$ cat src/rtl/core/sphd_pkg.sv
// ----------------------------------------------------------------------------
// sphd_pkg
// shared constants and types for the cubic spline density unit
// ----------------------------------------------------------------------------
package sphd_pkg;

   localparam int FRAC_BITS_DEFAULT = 16;

   // 2^30 and 2^60/pi
   localparam logic [31:0] Q_ONE      = 32'h4000_0000;
   localparam logic [63:0] INV_PI_Q60 = 64'd366986312910250154;

   // shared divider request
   typedef struct packed {
      logic          start;
      logic [127:0]  dividend;
      logic [31:0]   divisor;
   } div_req_type;

   typedef struct packed {
      logic          done;
      logic [127:0]  quotient;
   } div_rsp_type;

endpackage

$ cat src/rtl/core/sphd_divider.sv
// ----------------------------------------------------------------------------
// sphd_divider
// radix-2 restoring divider, 128-bit dividend by 32-bit divisor, one bit a cycle
// ----------------------------------------------------------------------------
module sphd_divider (
   input  logic                 clock,
   input  logic                 reset,
   input  sphd_pkg::div_req_type req,
   output sphd_pkg::div_rsp_type rsp
);

   logic [127:0] quo_ff, quo_in;
   logic [31:0]  rem_ff, rem_in;
   logic [31:0]  dsr_ff, dsr_in;
   logic [7:0]   cnt_ff, cnt_in;
   logic         busy_ff, busy_in;
   logic         done_ff, done_in;
   logic [32:0]  trial;

   always_comb begin
      quo_in  = quo_ff;
      rem_in  = rem_ff;
      dsr_in  = dsr_ff;
      cnt_in  = cnt_ff;
      busy_in = busy_ff;
      done_in = 1'b0;
      trial   = {rem_ff, quo_ff[127]};
      if (req.start) begin
         quo_in  = req.dividend;
         rem_in  = '0;
         dsr_in  = req.divisor;
         cnt_in  = 8'd0;
         busy_in = 1'b1;
      end else if (busy_ff) begin
         // shift one dividend bit in, subtract when it fits
         if (trial >= {1'b0, dsr_ff}) begin
            rem_in = 32'(trial - {1'b0, dsr_ff});
            quo_in = {quo_ff[126:0], 1'b1};
         end else begin
            rem_in = trial[31:0];
            quo_in = {quo_ff[126:0], 1'b0};
         end
         cnt_in = cnt_ff + 8'd1;
         if (cnt_ff == 8'd127) begin
            busy_in = 1'b0;
            done_in = 1'b1;
         end
      end
   end

   always_ff @(posedge clock) begin
      if (reset) begin
         busy_ff <= 1'b0;
         done_ff <= 1'b0;
         cnt_ff  <= '0;
      end else begin
         busy_ff <= busy_in;
         done_ff <= done_in;
         cnt_ff  <= cnt_in;
      end
      quo_ff <= quo_in;
      rem_ff <= rem_in;
      dsr_ff <= dsr_in;
   end

   assign rsp.done     = done_ff;
   assign rsp.quotient = quo_ff;

endmodule

$ cat config.mk
export PLATFORM = sky130hd
export DESIGN_NAME = sphd_divider
export DESIGN_NICKNAME = d
export VERILOG_FILES = /design/src/rtl/core/sphd_pkg.sv /design/src/rtl/core/sphd_divider.sv
export SDC_FILE = /design/constraint.sdc
export NUM_CORES = 1
export LEC_CHECK = 0
export ABC_CLOCK_PERIOD_IN_PS = 6700
export BUFFER_PORTS_ARGS = -buffer_cell sky130_fd_sc_hd__buf_2
export CORE_ASPECT_RATIO = 2
export CORE_MARGIN = 4
export CORE_UTILIZATION = 30
export CTS_CLUSTER_SIZE = 40
export DETAILED_ROUTE_END_ITERATION = 12
export HOLD_SLACK_MARGIN = 0.02
export PLACE_DENSITY = 0.59
export REMOVE_ABC_BUFFERS = 1
export SETUP_SLACK_MARGIN = 0.05
export SLEW_MARGIN = 15
export SYNTH_ARGS = -nofsm -noshare
export SYNTH_HDL_FRONTEND = slang
export SYNTH_SLANG_ARGS = --single-unit
$ cat constraint.sdc
create_clock -name clock -period 6.7 [get_ports clock]
set_input_delay 0.67 -clock clock [delete_from_list [all_inputs] [get_ports clock]]
set_output_delay 0.67 -clock clock [all_outputs]
set_load 0.02 [all_outputs]
# Yosys cells after proc, flatten, opt, wreduce, memory -nomap -nowiden
# Cells that the tools add are included.
# classes
n_addsub	2
n_lt_le_gt_ge	1
n_eq_ne	1
mux	8
n_bitwise	1
reduce_logical	3
# op_table
op	count
$mux W128	2
$ge A33 B32 Y1	1
$mux W32	1
$sub A32 B32 Y32	1
$add A8 B1 Y8 const B	1
$eq A8 B7 Y1 const B	1
$mux W1	5
$reduce_or A3 Y1	1
$reduce_bool A2 Y1	1
$reduce_or A2 Y1	1
$not A1 Y1	1
# word_totals
register_bits	202
out_inout_bits	129

# Longest topological paths before layout
# Gate-level depths: netlist of the first run.
# depth
depth_word	4
mapped_depth	14

# Least setup slack after synthesis of the first run
# No wires, ideal clock.
# synth_timing
kind	input-to-reg
startpoint	in req[160] (netlist name)
endpoint	reg quo_ff[0] (enable)
setup_time_ns	0.480
arrival_ns	3.782
t_required_ns	6.220
path_slack_ns	2.438
stages	4
cell_sequence	clkbuf_1 > nor2_1 > clkbuf_1 > inv_1
# synth_between
elab_chain_cells	1
# synth_lines
element	line_no	source
start, declared	sphd_divider.sv:8	input sphd_pkg::div_req_type req,
$reduce_bool A2 Y1 (no source line)	n/a	
end signal, assigned	sphd_divider.sv:61	quo_ff <= quo_in;
end, declared	sphd_divider.sv:12	logic [127:0] quo_ff, quo_in;
# Every way passes these cells.
# A chain may end at the register's enable or synchronous reset.

# Worst setup path in the final report of the first run
# layout_timing
startpoint	reg dsr_ff[0]
endpoint	reg rem_ff[30]
# layout_between
elab_chain_cells	2
# layout_lines
element	line_no	source
start, declared	sphd_divider.sv:14	logic [31:0] dsr_ff, dsr_in;
start signal, assigned	sphd_divider.sv:63	dsr_ff <= dsr_in;
$sub A32 B32 Y32 / $ge A33 B32 Y1 (equally long branches)	sphd_divider.sv:37, sphd_divider.sv:36	
$mux W32 (*)	sphd_divider.sv:36	if (trial >= {1'b0, dsr_ff}) begin
end signal, assigned	sphd_divider.sv:62	rem_ff <= rem_in;
end, declared	sphd_divider.sv:13	logic [31:0] rem_ff, rem_in;
# Every way passes the cells marked *; elsewhere a longest branch is shown, timed or not.

==> results of run 1 <==
[sequential cells by signal, indices dropped and copies added, names as in the netlist]
name / flops
busy_ff: 1
cnt_ff: 8
done_ff: 1
dsr_ff: 32
quo_ff: 128
rem_ff: 32
[worst max-delay path, delay by kind of cell (launching register included)]
family / cells / cell delay, ns
xor gates and xnor gates: 1 / 0.20
and+or+nand+nor: 1 / 0.18
DFF: 1 / 0.41
adders and majority gates: 2 / 0.63
muxes: 1 / 0.09
AOI/OAI and AO/OA: 6 / 1.71
[cell usage in the layout, fill, tap and decap left out, drive strengths merged, types with 9 or more instances in the layout]
master and n:
clkbuf 31, a211oi 14, nand3 20, a21oi 30
edfxtp 160, mux2i 9, dfxtp 42, nand2 47
nand4 11, o21ai 26, buf 297, ha 33
xnor2 22, o211ai 13, inv 38, nor2 36
mux2 127, xor2 14
[metrics by stage]
| stage | instance area [um^2] | hold WS, ns | power [W] | utilization | setup slack [ns] |
|---|---|---|---|---|---|
| 2_1_floorplan | 9783 | 0.4451 | 0.001955 | - | 2.269 |
| 4_1_cts | 12600 | 0.2903 | 0.003547 | 0.3813 | 3.369 |
| 3_5_place_dp | 11830 | 0.4861 | 0.002203 | 0.3581 | 3.369 |
| 6_report | 12610 | 0.3286 | 0.003487 | 0.3816 | 3.405 |
| 5_1_grt | 12610 | 0.3049 | 0.003648 | 0.3814 | 3.153 |
| 3_3_place_gp | 11830 | 0.4671 | 0.002198 | 0.3581 | 3.403 |
[routing by layer]
layer,GRT usage,up-vias
met4,0.06695,2
met3,0.03383,64
met2,0.2915,253
met1,0.1478,3471
met5,0,-
li1,-,3465
[worst max-delay path by stage]
| stage | start | end | slack [ns] |
|---|---|---|---|
| 4_1_cts | dsr_ff[0] | rem_ff[30] | 3.37 |
| 3_5_place_dp | req[160] | quo_ff[40] | 3.37 |
| 5_1_grt | dsr_ff[14] | rem_ff[29] | 3.15 |
| 6_report | dsr_ff[0] | rem_ff[30] | 3.40 |
| 2_1_floorplan | busy_ff | quo_ff[0] | 2.27 |
| 3_3_place_gp | req[160] | quo_ff[8] | 3.40 |
[cell type report]
type / count / area, um^2
Fill cell: 3227 / 20440
Sequential cell: 202 / 5645
Multi-Input combinational cell: 491 / 3995
Timing Repair Buffer: 297 / 1508
Clock buffer: 31 / 625.6
Tap cell: 432 / 540.5
Inverter: 38 / 145.1
Clock inverter: 9 / 141.4
Antenna cell: 4 / 10.01
[kinds of logic after synthesis]
family                     synth area share
muxes                                0.1510
AOI/OAI and AO/OA                   0.09099
xor gates and xnor gates            0.03132
adders and majority gates           0.04301
and+or+nand+nor                     0.08055
buffers and inverters               0.04226
DFF                                  0.5608
[synth_stat cells (9+ instances only)]
| cell | n | area share |
|---|---|---|
| a21oi_1 | 29 | 0.014 |
| mux2_2 | 127 | 0.14 |
| edfxtp_1 | 160 | 0.48 |
| a211oi_1 | 13 | 0.0097 |
| inv_1 | 38 | 0.014 |
| xor2_1 | 14 | 0.012 |
| clkbuf_1 | 20 | 0.0075 |
| ha_1 | 33 | 0.041 |
| mux2i_1 | 9 | 0.0090 |
| nand4_1 | 11 | 0.0068 |
| xnor2_1 | 22 | 0.019 |
| o21ai_0 | 24 | 0.012 |
| nand2_1 | 45 | 0.017 |
| o211ai_1 | 13 | 0.0097 |
| nand3_1 | 19 | 0.0094 |
| dfxtp_1 | 42 | 0.084 |
| nor2_1 | 35 | 0.013 |
[power by group]
part,leakage (nW),internal (W),switching (W)
registers,1.94,0.00149,0.0000620
logic,2.82,0.000249,0.000369
clock network,0.374,0.000804,0.000512
==> metrics, run 1 <==
initial antenna violation count=4; Num CTS Buffers=22; routability cong.=0.8588; Worst Hold End=busy_ff; Worst EP arrival=3.72 ns; Setup Skew=roughly 0.01 ns; RR Startpoint=dsr_ff[0]; max-cap viol count=0; clk slew on worst S/H paths=0.07 ns; largest net degree at the start of global routing=75; final worst path period need=3.295 ns; register area share after synthesis=0.5608; status=complete, no violations; post-layout net count=1249; Synth warnings=0; Avg Cell Area, Syn=13.06 um^2; fraction of layout cells with a size suffix above 1=0.4485; highest cell delay on the worst timing path=0.57 ns; DR WL met3=1784 um; drt total wl=28220 um; vias per inst=slightly below 5; Crit-path slowest cell=o31ai_2; relative slew slack=0.3328; post-CTS setup buffers=0; input/output buffers=291; htree depth=1; Placed Cells=about 1500; Fin. Hold Viols=0; asr flop ratio synth=0; routed length per instance=18.76 um; Hold Crit Class=in -> reg; Max Clk Rate=303.4 MHz; Detailed Place HPWL=roughly 21000 um; Die W=137.5 um; gr ovfl total=0; RSZ-0062 raised after global routing=no; Hold Path Origin=reset; Ports=292; Slew Viols, Final=0; reg-to-reg endpoint=rem_ff[30]; CTS Hold Bufs=0; ANT nets after route=0; Clock Tree Buf Depth=3; first-pass GRT wire length=about 43000 um; final std cells w/o fill=around 1500; FP Rows=94; Worst-Margin Slew=0.9985 ns; count of clock tree sinks=about 200; met1 wire length=a little over 9000 um; GRT Total Usage=0.1507; mapped cell area=between 0.01 and 0.015 mm^2; number of enable flip-flop cells after synthesis=between 150 and 200; CP Class=reg -> reg; Worst Path Required=just over 7 ns; WL met2=between 15000 and 20000 um; Max Used Layer=met5; worst-path cell chain=ha_1 > fa_1 > nand2b_1 > a21oi_1 > o21ai_1 > o31ai_2 > a31o_2 > a31oi_1 > xnor2_1 > mux2i_1 > a211oi_1; CP Launch Type=register; final worst path period share=0.4919; Post-synth top flop=edfxtp_1; Layout area overhead=25.28%; Distinct cells, synth=69; Pleak=5.138 nW; cell depth of the worst hold path=2; CTS resizes=0; Pre-Repair DR Iteration Count=4; CTS tree=done; vias in the first global route=approximately 8000; setup violators final=0; setup TNS=0 ns; Power Density=276.5 mW/mm^2; CTS root buffer=clkbuf_16; initial DRC count=405; Crit. End Element=register; CP Max Fanout=4; r2r setup slk=3.40 ns; CORE AREA=0.03305 mm^2; starting density of the core=0.3046; Yosys reg bits=202; die area=around 0.037 mm^2; die span in y=approximately 270 um; # DRC=0; worst skew pair latency=0.51 ns; Mapped Cells=771; vias=7255; peak supply drop=181.8 uV; worst r2r path cells=11
Power figures use the tool's default switching activity.
==> run 2, diff against run 1 <==
--- a/config.mk
+++ b/config.mk
@@ -5,7 +5,8 @@
 export SDC_FILE = /design/constraint.sdc
 export NUM_CORES = 1
 export LEC_CHECK = 0
-export ABC_CLOCK_PERIOD_IN_PS = 6700
+export ABC_AREA = 1
+export ABC_CLOCK_PERIOD_IN_PS = 2800
 export BUFFER_PORTS_ARGS = -buffer_cell sky130_fd_sc_hd__buf_2
 export CORE_ASPECT_RATIO = 2
 export CORE_MARGIN = 4
@@ -13,7 +14,7 @@
 export CTS_CLUSTER_SIZE = 40
 export DETAILED_ROUTE_END_ITERATION = 12
 export HOLD_SLACK_MARGIN = 0.02
-export PLACE_DENSITY = 0.59
+export PLACE_DENSITY = 0.6
 export REMOVE_ABC_BUFFERS = 1
 export SETUP_SLACK_MARGIN = 0.05
 export SLEW_MARGIN = 15
==> constraint.sdc (replaced) <==
create_clock -name clock -period 2.8 [get_ports clock]
set_input_delay 0.28 -clock clock [delete_from_list [all_inputs] [get_ports clock]]
set_output_delay 0.28 -clock clock [all_outputs]
set_load 0.02 [all_outputs]
==> run 2 against run 1 <==
  * Cell count increased by 51%
  * Power grew 130%
  * Wire length up 35%
  * Sequential cell count is the same
  * Setup slack worse by 3.1 ns
  * Register-to-register slack got worse by 3.1 ns
  * Synthesized cell count increased by 83%
==> metrics, run 2 <==
cell family with most CP delay=simple AND/OR/NAND/NOR gates; Final WS setup=0.2718 ns; clk slew on worst S/H paths=~0.07 ns; initial antenna violation count=1; routed length per instance=16.83 um; Pre-Repair DR Iteration Count=5; number of enable flip-flop cells after synthesis=160; status=complete, no violations; final worst path period share=0.9029; Seq pwr share=0.457; Max Clk Rate=395.5 MHz; largest family of logic cells by synthesized area=simple AND/OR/NAND/NOR gates; NetSw=0.002231 W; vias=around 10000; Pleak=approximately 7.7 nW; input/output buffers=between 200 and 300; vias per inst=4.603; Detailed Place HPWL=29080 um; Slew Viols, Final=0; Synth warnings=0; complex-gate fraction of the synthesized area=0.02559; Worst EP arrival=2.93 ns; post-synthesis mux area share=0; Post-synth top flop=edfxtp_1; drt total wl=38210 um; FF/Latch Area=between 0.005 and 0.006 mm^2; most common cell in the synthesized netlist=nand2_1; largest cells by area after synthesis=edfxtp_1 43%, nand2_1 24%, dfxtp_1 7.6%; max FFs per register=128; CORE AREA=0.03642 mm^2; CP Class=reg -> reg; Num CTS Buffers=22; count of clock tree sinks=202; relative slew slack=0.6040; CP Max Fanout=5; Die W=143.7 um; CTS tree=done; Power Density=approximately 540 mW/mm^2; multi-input logic area=0.004483 mm^2; peak supply drop=496.3 uV; filler instances=approximately 3700; largest area contributor in the netlist=edfxtp_1; largest net degree at the start of global routing=around 120; Hold Crit Class=in -> reg; final worst path period need=2.528 ns; gr ovfl total=0; Yosys reg bits=a little over 200; worst skew pair latency=0.51 ns; Setup Skew=between 0.01 and 0.015 ns; register area share after synthesis=0.5109; first-pass GRT wire length=~59000 um; max-cap viol count=0; share of the synthesized area in the top cell type=0.4348; WHS=0.04812 ns; setup violators final=0; clock power share=0.380; CP Launch Type=register; starting density of the core=0.3034; Crit-path slowest cell=fa_1; highest cell delay on the worst timing path=0.41 ns; FP Rows=around 100; Crit. End Element=register; asr flop ratio synth=0; most frequent cells in the layout=692 x nand2_1, 290 x buf_2, 178 x inv_1; worst path bufs/invs=2; CP dominant cell by count=nand2_1; post-synthesis adder-cell area fraction=0.03918; CTS resizes=0; Layout area overhead=33.97%; die span in y=279.4 um; RSZ-0062 raised after global routing=no; Sw Share=0.2780; Clock Tree Buf Depth=3; GRT Total Usage=0.1880; post-layout net count=1997; # DRC=0; worst-path cell chain=inv_1 > ha_1 > fa_1 > inv_1 > nand3_1 > nand3_1 > nand2_1 > nand2_1 > nand2_1 > nand2_1 > nand2_1 > nand3_1 > nand3_1 > nand2_1 > nand2_1; final core occ=0.4065; Worst-Margin Slew=0.5940 ns; commonest non-fill, non-tap cell in the layout=nand2_1; Fin. Hold Viols=0; Setup WS pre-CTS=0.2504 ns; Ports=292; fraction of layout cells with a size suffix above 1=0.2081; Worst Path Required=3.21 ns; initial DRC count=433; mapped cell area=0.01105 mm^2; post-synthesis simple-gate area fraction=0.3288; routability cong.=0.9757; Comb power frac=0.163; ANT nets after route=0; xor/xnor share of the synthesized area=0.01189; biggest regs=quo_ff: 128 flops, dsr_ff: 32 flops, rem_ff: 32 flops; vias in the first global route=11260; Distinct cells, synth=40; die area=approximately 0.040 mm^2; top cells by count, synth=692 x nand2_1, 180 x inv_1, 160 x edfxtp_1; Power Total=0.008025 W; CTS root buffer=clkbuf_16; internal cell power=around 0.0058 W; Most flops, register=quo_ff; Avg Cell Area, Syn=a little under 8 um^2; Mapped Cells=1410; htree depth=1
## run 2: power by group through the flow
stage	combinational [W]	sequential [W]	clock, W
after detailed placement	0.00121	0.00373	0
after floorplan	0.000412	0.00396	0
after CTS	0.00132	0.00367	0.00317
after global placement	0.00120	0.00373	0
after global routing	0.00143	0.00370	0.00325
final	0.00131	0.00367	0.00305
## run 2: area by class of cell
type	count	share of cell area
Antenna cell	1	0.0001690
Clock buffer	29	0.04251
Clock inverter	11	0.007691
Inverter	186	0.04750
Multi-Input combinational cell	978	0.3028
Sequential cell	202	0.3813
Tap cell	454	0.03837
Timing Repair Buffer	410	0.1796
## run 2: worst register-to-register path: cells and delay by family, from the launching register on
family                     cells  cell delay, ns
and+or+nand+nor               11            1.24
adders and majority gates      2            0.64
DFF                            1            0.34
buffers and inverters          2            0.21
## run 2: timing repair
item	4_1_cts	5_1_grt
endpoints found under the hold margin	101	0
hold buffers	101	0
buffers inserted	0	0
## run 2: cell families (layout without fill, tap and decap cells)
logic type	after synthesis	after routing
other	0	1
buffers and inverters	230	636
xor gates and xnor gates	15	15
adders and majority gates	34	34
DFF	202	202
AOI/OAI and AO/OA	53	53
and+or+nand+nor	876	876
## run 2: final timing paths
check | cells past startpoint | end | from | slack (ns)
setup / recovery | 15 | rem_ff[30] | quo_ff[127] | 0.27
hold / removal | 3 | quo_ff[115] | req[147] | 0.05
setup reg to reg | 15 | rem_ff[30] | quo_ff[127] | 0.27
hold reg to reg | 2 | rem_ff[16] | rem_ff[16] | 0.47
## run 2: routing by layer
metal  GRT usage  part of all wire
met1      0.1727              0.33
met2      0.3547              0.53
met3     0.03826             0.057
met4      0.1353             0.082
met5           0                 0
## run 2: per-stage QoR
stage	std cells	TNS [ns]	instance area, um^2
after global placement	2129	0	13050
final	2271	0	14800
after CTS	2270	0	14800
after floorplan	1366	-142.44	10820
after detailed placement	2129	0	13050
after global routing	2271	0	14800
